===== src/design/i2cseq_pkg.sv =====
// Package: codes, limits and item types for the I2C register transfer sequencer.
`timescale 1ns / 1ps

package i2cseq_pkg;

   localparam int unsigned MAX_TRANSFER_BYTES = 255;

   // transfer status codes
   localparam logic [1:0] ST_ACTIVE = 2'd0;
   localparam logic [1:0] ST_PASSED = 2'd1;
   localparam logic [1:0] ST_FAILED = 2'd2;

   // master state codes reported with a pending event
   localparam logic [2:0] MS_IDLE     = 3'd0;
   localparam logic [2:0] MS_RX_READY = 3'd1;
   localparam logic [2:0] MS_TX_READY = 3'd2;

   // item function codes
   localparam logic FUNC_START = 1'b0;
   localparam logic FUNC_EVENT = 1'b1;

   typedef struct packed {
      logic       func;
      logic [6:0] slave_addr;
      logic [7:0] reg_addr;
      logic [7:0] byte_count;
      logic       write_mode;
      logic       arb_lost;
      logic       start_stop_error;
      logic       pending;
      logic [2:0] master_state;
      logic [7:0] rx_byte;
      logic [7:0] tx_byte;
   } req_type;

   typedef struct packed {
      logic       start_rejected;
      logic       data_write_valid;
      logic [7:0] data_out;
      logic       ctl_valid;
      logic       ctl_continue;
      logic       ctl_start;
      logic       ctl_stop;
      logic       rx_store;
      logic [7:0] buffer_index;
      logic [1:0] xfer_status;
      logic       notify;
   } rsp_type;

endpackage


===== src/design/i2c_master_register_transfer_sequencer.sv =====
// Top level: I2C master register transfer sequencer with input and result registers.
`timescale 1ns / 1ps
// Path: an accepted item passes through the input register, then the result register.
// Throughput: one item per cycle while rsp_stall is low; the transfer state is updated as an
//   item moves from the input register into the result register, so back-to-back items chain.
// Reset: synchronous, active high; status reads passed, counters and addresses clear,
//   both pipeline registers empty.

module i2c_master_register_transfer_sequencer
   import i2cseq_pkg::*;
(
   input  logic       clock,
   input  logic       reset,

   input  logic       req_valid,
   output logic       req_stall,
   input  logic       req_func,
   input  logic [6:0] req_slave_addr,
   input  logic [7:0] req_reg_addr,
   input  logic [7:0] req_byte_count,
   input  logic       req_write_mode,
   input  logic       req_arb_lost,
   input  logic       req_start_stop_error,
   input  logic       req_pending,
   input  logic [2:0] req_master_state,
   input  logic [7:0] req_rx_byte,
   input  logic [7:0] req_tx_byte,

   output logic       rsp_valid,
   input  logic       rsp_stall,
   output logic       rsp_start_rejected,
   output logic       rsp_data_write_valid,
   output logic [7:0] rsp_data_out,
   output logic       rsp_ctl_valid,
   output logic       rsp_ctl_continue,
   output logic       rsp_ctl_start,
   output logic       rsp_ctl_stop,
   output logic       rsp_rx_store,
   output logic [7:0] rsp_buffer_index,
   output logic [1:0] rsp_xfer_status,
   output logic       rsp_notify
);

   // input register
   logic    s1_valid_ff;
   req_type s1_ff;

   // result register
   logic    rsp_valid_ff;
   rsp_type rsp_ff;
   rsp_type rsp_in;

   // transfer state
   logic [1:0] status_ff,   status_in;
   logic       phase_ff,    phase_in;
   logic [7:0] remain_ff,   remain_in;
   logic [7:0] pos_ff,      pos_in;
   logic [7:0] addr_ff,     addr_in;
   logic [7:0] regbyte_ff,  regbyte_in;
   logic       wmode_ff,    wmode_in;

   logic       out_free;
   logic       advance;
   logic       req_take;
   logic [7:0] remain_dec;

   // The result register frees when empty or when its item is taken this cycle.
   assign out_free  = !rsp_valid_ff || !rsp_stall;
   assign advance   = s1_valid_ff && out_free;
   // Stall only while the input register holds an item that cannot move on.
   assign req_stall = s1_valid_ff && !out_free;
   assign req_take  = req_valid && !req_stall;

   // Saturating count-down used by receive handling.
   assign remain_dec = (remain_ff != 8'd0) ? (remain_ff - 8'd1) : 8'd0;

   // Per-item transfer logic: decide the result and the next transfer state.
   always_comb begin
      rsp_in              = '0;
      rsp_in.buffer_index = pos_ff;
      status_in           = status_ff;
      phase_in            = phase_ff;
      remain_in           = remain_ff;
      pos_in              = pos_ff;
      addr_in             = addr_ff;
      regbyte_in          = regbyte_ff;
      wmode_in            = wmode_ff;

      if (s1_ff.func == FUNC_START) begin
         if (status_ff == ST_ACTIVE) begin
            // refuse a new transfer while one is running
            rsp_in.start_rejected = 1'b1;
         end else begin
            addr_in    = {s1_ff.slave_addr, 1'b0};
            regbyte_in = s1_ff.reg_addr;
            status_in  = ST_ACTIVE;
            remain_in  = (32'(s1_ff.byte_count) > 32'(MAX_TRANSFER_BYTES)) ?
                         8'(MAX_TRANSFER_BYTES) : s1_ff.byte_count;
            pos_in     = 8'd0;
            phase_in   = 1'b0;
            wmode_in   = s1_ff.write_mode;
            // address with write bit, then START
            rsp_in.data_write_valid = 1'b1;
            rsp_in.data_out         = {s1_ff.slave_addr, 1'b0};
            rsp_in.ctl_valid        = 1'b1;
            rsp_in.ctl_start        = 1'b1;
         end
      end else if (s1_ff.arb_lost || s1_ff.start_stop_error) begin
         // bus error: fail, and release the master if it is waiting
         if (s1_ff.pending) begin
            rsp_in.ctl_valid    = 1'b1;
            rsp_in.ctl_continue = 1'b1;
         end
         status_in     = ST_FAILED;
         rsp_in.notify = 1'b1;
      end else if (s1_ff.pending) begin
         unique case (s1_ff.master_state)
            MS_IDLE: begin
               if (status_ff == ST_ACTIVE && remain_ff == 8'd0) begin
                  status_in     = ST_PASSED;
                  rsp_in.notify = 1'b1;
               end
            end
            MS_RX_READY: begin
               // store the byte, stop after the last one
               rsp_in.rx_store     = 1'b1;
               pos_in              = pos_ff + 8'd1;
               remain_in           = remain_dec;
               rsp_in.ctl_valid    = 1'b1;
               rsp_in.ctl_continue = 1'b1;
               rsp_in.ctl_stop     = (remain_dec == 8'd0);
            end
            MS_TX_READY: begin
               rsp_in.ctl_valid    = 1'b1;
               rsp_in.ctl_continue = 1'b1;
               if (!phase_ff) begin
                  // register byte goes first in both directions
                  rsp_in.data_write_valid = 1'b1;
                  rsp_in.data_out         = regbyte_ff;
                  phase_in                = 1'b1;
               end else if (wmode_ff) begin
                  if (remain_ff == 8'd0) begin
                     rsp_in.ctl_stop = 1'b1;
                  end else begin
                     rsp_in.data_write_valid = 1'b1;
                     rsp_in.data_out         = s1_ff.tx_byte;
                     pos_in                  = pos_ff + 8'd1;
                     remain_in               = remain_ff - 8'd1;
                  end
               end else begin
                  // repeated START with the read address
                  rsp_in.data_write_valid = 1'b1;
                  rsp_in.data_out         = {addr_ff[7:1], 1'b1};
                  rsp_in.ctl_start        = 1'b1;
               end
            end
            default: begin
               // address nack, data nack and unknown codes: stop and fail
               rsp_in.ctl_valid    = 1'b1;
               rsp_in.ctl_continue = 1'b1;
               rsp_in.ctl_stop     = 1'b1;
               status_in           = ST_FAILED;
               rsp_in.notify       = 1'b1;
            end
         endcase
      end

      rsp_in.xfer_status = status_in;
   end

   // Input register: load on accept, drop when the item moves on.
   always_ff @(posedge clock) begin
      if (reset) begin
         s1_valid_ff <= 1'b0;
      end else if (req_take) begin
         s1_valid_ff <= 1'b1;
      end else if (advance) begin
         s1_valid_ff <= 1'b0;
      end
   end

   always_ff @(posedge clock) begin
      if (req_take) begin
         s1_ff <= '{func:             req_func,
                    slave_addr:       req_slave_addr,
                    reg_addr:         req_reg_addr,
                    byte_count:       req_byte_count,
                    write_mode:       req_write_mode,
                    arb_lost:         req_arb_lost,
                    start_stop_error: req_start_stop_error,
                    pending:          req_pending,
                    master_state:     req_master_state,
                    rx_byte:          req_rx_byte,
                    tx_byte:          req_tx_byte};
      end
   end

   // Result register: fill on advance, empty when taken with nothing behind.
   always_ff @(posedge clock) begin
      if (reset) begin
         rsp_valid_ff <= 1'b0;
      end else if (advance) begin
         rsp_valid_ff <= 1'b1;
      end else if (!rsp_stall) begin
         rsp_valid_ff <= 1'b0;
      end
   end

   always_ff @(posedge clock) begin
      if (advance) begin
         rsp_ff <= rsp_in;
      end
   end

   // Transfer state: commit once per item as it advances.
   always_ff @(posedge clock) begin
      if (reset) begin
         status_ff  <= ST_PASSED;
         phase_ff   <= 1'b0;
         remain_ff  <= 8'd0;
         pos_ff     <= 8'd0;
         addr_ff    <= 8'd0;
         regbyte_ff <= 8'd0;
         wmode_ff   <= 1'b0;
      end else if (advance) begin
         status_ff  <= status_in;
         phase_ff   <= phase_in;
         remain_ff  <= remain_in;
         pos_ff     <= pos_in;
         addr_ff    <= addr_in;
         regbyte_ff <= regbyte_in;
         wmode_ff   <= wmode_in;
      end
   end

   assign rsp_valid            = rsp_valid_ff;
   assign rsp_start_rejected   = rsp_ff.start_rejected;
   assign rsp_data_write_valid = rsp_ff.data_write_valid;
   assign rsp_data_out         = rsp_ff.data_out;
   assign rsp_ctl_valid        = rsp_ff.ctl_valid;
   assign rsp_ctl_continue     = rsp_ff.ctl_continue;
   assign rsp_ctl_start        = rsp_ff.ctl_start;
   assign rsp_ctl_stop         = rsp_ff.ctl_stop;
   assign rsp_rx_store         = rsp_ff.rx_store;
   assign rsp_buffer_index     = rsp_ff.buffer_index;
   assign rsp_xfer_status      = rsp_ff.xfer_status;
   assign rsp_notify           = rsp_ff.notify;

`ifndef NO_ASSERTIONS
   // A refused start carries no bus activity.
   a_reject_quiet: assert property (@(posedge clock) disable iff (reset)
      rsp_valid && rsp_start_rejected |-> !rsp_ctl_valid && !rsp_data_write_valid)
      else $error("rejected start item drives the bus");

   // Software is notified only when the transfer has finished.
   a_notify_done: assert property (@(posedge clock) disable iff (reset)
      rsp_valid && rsp_notify |-> rsp_xfer_status != ST_ACTIVE)
      else $error("notify with transfer still active");

   // Any START goes out together with an address byte: write bit on the first START,
   // read bit on a repeated START.
   a_start_addr: assert property (@(posedge clock) disable iff (reset)
      rsp_valid && rsp_ctl_start |-> rsp_data_write_valid && rsp_data_out[0] == rsp_ctl_continue)
      else $error("START without matching address byte");

   // A received byte always releases the master with continue set.
   a_rx_continue: assert property (@(posedge clock) disable iff (reset)
      rsp_valid && rsp_rx_store |-> rsp_ctl_valid && rsp_ctl_continue)
      else $error("received byte without continue");

   // The input register never stalls while empty.
   a_stall_full: assert property (@(posedge clock) disable iff (reset)
      req_stall |-> s1_valid_ff && rsp_valid_ff)
      else $error("stall with room to advance");
`endif

endmodule

===== config.mk =====
export PLATFORM = sky130hd
export DESIGN_NAME = i2c_master_register_transfer_sequencer
export DESIGN_NICKNAME = d
export VERILOG_FILES = /design/src/design/i2cseq_pkg.sv /design/src/design/i2c_master_register_transfer_sequencer.sv
export SDC_FILE = /design/constraint.sdc
export NUM_CORES = 1
export LEC_CHECK = 0
export CORE_ASPECT_RATIO = 0.7
export CORE_MARGIN = 1.5
export CORE_UTILIZATION = 60
export DETAILED_ROUTE_END_ITERATION = 8
export DONT_BUFFER_PORTS = 1
export GPL_ROUTABILITY_DRIVEN = 0
export PLACE_DENSITY = 0.79
export SYNTH_ARGS = -nofsm -noshare
export SYNTH_HDL_FRONTEND = slang
export SYNTH_SLANG_ARGS = --single-unit

===== constraint.sdc =====
create_clock -name clock -period 6.2 [get_ports clock]
set_input_delay 1.24 -clock clock [delete_from_list [all_inputs] [get_ports clock]]
set_output_delay 1.24 -clock clock [all_outputs]
set_load 0.005 [all_outputs]

==> results.sh <==
export IMPL_track_usage_pct=22.0
export IMPL_floorplan_rows=25
export IMPL_crit_buf_inv=0
export IMPL_cts_tree="yes"
export IMPL_synth_cells=366
export IMPL_final_layout_size_suffix_gt1_share_pct=9.12
export IMPL_p_per_area_nw_per_um2=296
export IMPL_finalHoldViolCount=0
export IMPL_dieHeight_um=73.1
export IMPL_p_leak_uw=0.00150
export IMPL_status="finished, final reports clean"
export IMPL_grt_pass1_vias=2474
export IMPL_cts_resized=0
export IMPL_ctsHtreeMaxLevel=3
export IMPL_ys_flop_type="edfxtp_1"
export IMPL_cp_max_fo=34
export IMPL_fin_crit_ns=3.14
export IMPL_antenna_found_initial=0
export IMPL_yosysWarnings=0
export IMPL_vias_per_cell=6.07
export IMPL_clk_latency_ns=0.37
export IMPL_initial_utilization_pct=62.3
export IMPL_crit_required_ns=6.50
export IMPL_dpl_hpwl_um=4980
export IMPL_multi_input_area_um2=1380
export IMPL_finalCritPeriodShare_pct=50.7
export IMPL_crit_type="in -> reg"
export IMPL_layoutNonFillerInstCount=456
export IMPL_end_kind="flip-flop"
export IMPL_layout_nets=410
export IMPL_fmax_mhz=318
export IMPL_post_drt_wl_per_cell_um=16.9
export IMPL_slowest_delay_ns=0.80
export IMPL_hold_ws_ns=0.452
export IMPL_drt_iter0_markers=171
export IMPL_first_pass_iters=5
export IMPL_area_delta_synth_final_pct=5.95
export IMPL_fin_setup_tns_ns=0
export IMPL_clock_path_buffers=2
export IMPL_rsz0062_at_grt="false"
export IMPL_synth_seq_cells=102
export IMPL_clock_sinks=102
export IMPL_post_route_util_pct=66.0
export IMPL_layout_commonest_cell="edfxtp_1"
export IMPL_io_buffers=0
export IMPL_worstMarginPinSlew_ns=1.08
export IMPL_clk_pin_slew_ns=0.09
export IMPL_synth_edf_count=65
export IMPL_cap_violations=0
export IMPL_post_cts_buffers=0
export IMPL_setup_viol=0
export IMPL_slew_violations=0
export IMPL_grt_first_pass_wirelength_um=12200
export IMPL_synth_net_count=419
export IMPL_synthArstFlopShare_pct=0
export IMPL_synth_seq_area_share_pct=64.0
export IMPL_cp_top_family="compound AO/OA/AOI/OAI gates"
export IMPL_die_w_um=103
export IMPL_io_pins=79
export IMPL_critPathLaunchType="input port"
export IMPL_seqCellArea_um2=2690
export IMPL_routed_wirelength_um=7700
export IMPL_critPathSlowestCell="a21boi_4"
export IMPL_worstHoldPathType="reg -> reg"
export IMPL_drc=0
export IMPL_grt_max_degree=40
export IMPL_syn_area_um2=4210
export IMPL_vdd_drop_max_uv=174
export IMPL_vias=2767
export IMPL_synth_cell_types=63
export IMPL_root_buffer="clkbuf_8"
export IMPL_arrival_ns=3.44
export IMPL_grt_overflow=0
export IMPL_n_antenna_cell=0
export IMPL_dieArea_um2=7530
export IMPL_maxSlewHeadroom_pct=28.1
export IMPL_syn_mean_instance_area_um2=11.5
export IMPL_ctsHoldBuffers=0
export IMPL_ant_nets=0
export IMPL_final_cell_mix="65 x edfxtp_1, 56 x nand2_1, 40 x a21oi_1"
export IMPL_path_cells="a21boi_4 -> o21a_1 -> o211ai_2 -> or4_1 -> a21oi_1"
export IMPL_core_um2=6760
export IMPL_final_setup_skew_ns=0.00861
export IMPL_fill_cells=526
export IMPL_placedCellCount=440
export IMPL_cts_made_buffers=9
-- path summary, 6_finish.rpt --
| kind | startpoint | end | slack (ns) | depth (start not counted) |
|---|---|---|---|---|
| max | rsp_stall | pos_ff[5] | 3.06 | 5 |
| min | regbyte_ff[0] | regbyte_ff[0] | 0.45 | 2 |
| max reg2reg | s1_ff[46] | pos_ff[5] | 3.46 | 5 |
| min reg2reg | regbyte_ff[0] | regbyte_ff[0] | 0.45 | 2 |
-- flip-flops by register name, indices dropped and copies added (netlist names), 7 cells and up --
| signal | flops |
|---|---|
| addr_ff | 7 |
| pos_ff | 8 |
| s1_ff | 39 |
| rsp_data_out | 8 |
| remain_ff | 8 |
| regbyte_ff | 8 |
| rsp_buffer_index | 8 |
-- stage by stage --
stage	power (uW)	cell area, um2	setup slack, ns
after floorplan	862	4210	2.55
after global routing	1360	4460	2.86
after global placement	876	4240	2.74
final	1320	4460	3.06
after CTS	1330	4460	3.07
after detailed placement	879	4240	2.68
-- synth_stat cells, drive strengths merged, types with 2 or more instances --
| library cell | number | area (um2) |
|---|---|---|
| a21boi | 5 | 41.3 |
| dfxtp | 37 | 741 |
| and2 | 6 | 37.5 |
| nor3b | 4 | 35.0 |
| a2bb2oi | 7 | 61.3 |
| o22ai | 4 | 25.0 |
| clkbuf | 12 | 47.6 |
| o31ai | 3 | 36.3 |
| and3 | 2 | 12.5 |
| nand3 | 2 | 10.0 |
| ha | 2 | 25.0 |
| nand2 | 56 | 210 |
| nand4 | 3 | 18.8 |
| o211ai | 2 | 20.0 |
| or4 | 4 | 37.5 |
| o21a | 2 | 15.0 |
| o21ai | 14 | 70.1 |
| or2 | 2 | 15.0 |
| o32ai | 2 | 17.5 |
| or3 | 5 | 31.3 |
| inv | 12 | 45.0 |
| a211oi | 3 | 22.5 |
| nor3 | 5 | 25.0 |
| edfxtp | 65 | 1950 |
| nor2b | 4 | 25.0 |
| a21oi | 40 | 200 |
| xnor2 | 2 | 17.5 |
| a22o | 7 | 61.3 |
| nor2 | 26 | 100 |
| buf | 8 | 56.3 |
-- cells by family after synthesis --
| kind of cell | share of synthesized area [%] |
|---|---|
| multiplexers | 0.357 |
| adder cells (fa/ha/maj) | 0.594 |
| XOR/XNOR | 0.624 |
| AND/OR/NAND/NOR | 14.8 |
| flip-flops | 64.0 |
| buffers and inverters | 3.54 |
| AO/OA/AOI/OAI | 16.1 |
-- report_power, final --
group | internal (uW) | switching, uW
Combinational | 37.7 | 51.0
Sequential | 755 | 20.7
Clock | 232 | 225
Total | 1020 | 297
-- routing by layer --
metal  routed length [um]  vias up  share of wire, %  GRT usage (%)
met5                    0        -                 0              0
met4                  106        0               1.4           8.41
met3                  595       12               7.7           8.24
met2                 3460      102                45           31.5
met1                 3540     1333                46           30.5
li1                     -     1320                 -              -
-- final cells by class --
class | count | area share, %
flip-flops and latches | 102 | 60.4
multi-input cells | 232 | 31.0
clock buffers | 10 | 2.86
well taps | 94 | 2.64
clock inverters | 6 | 2.10
inverters | 12 | 1.01
-- worst min-delay path: stages, from the launching register on --
cell	delay [ns]
dfxtp_1	0.32
nand2_1	0.05
a21oi_1	0.05
Note: power is estimated with default switching activity, not from simulation.
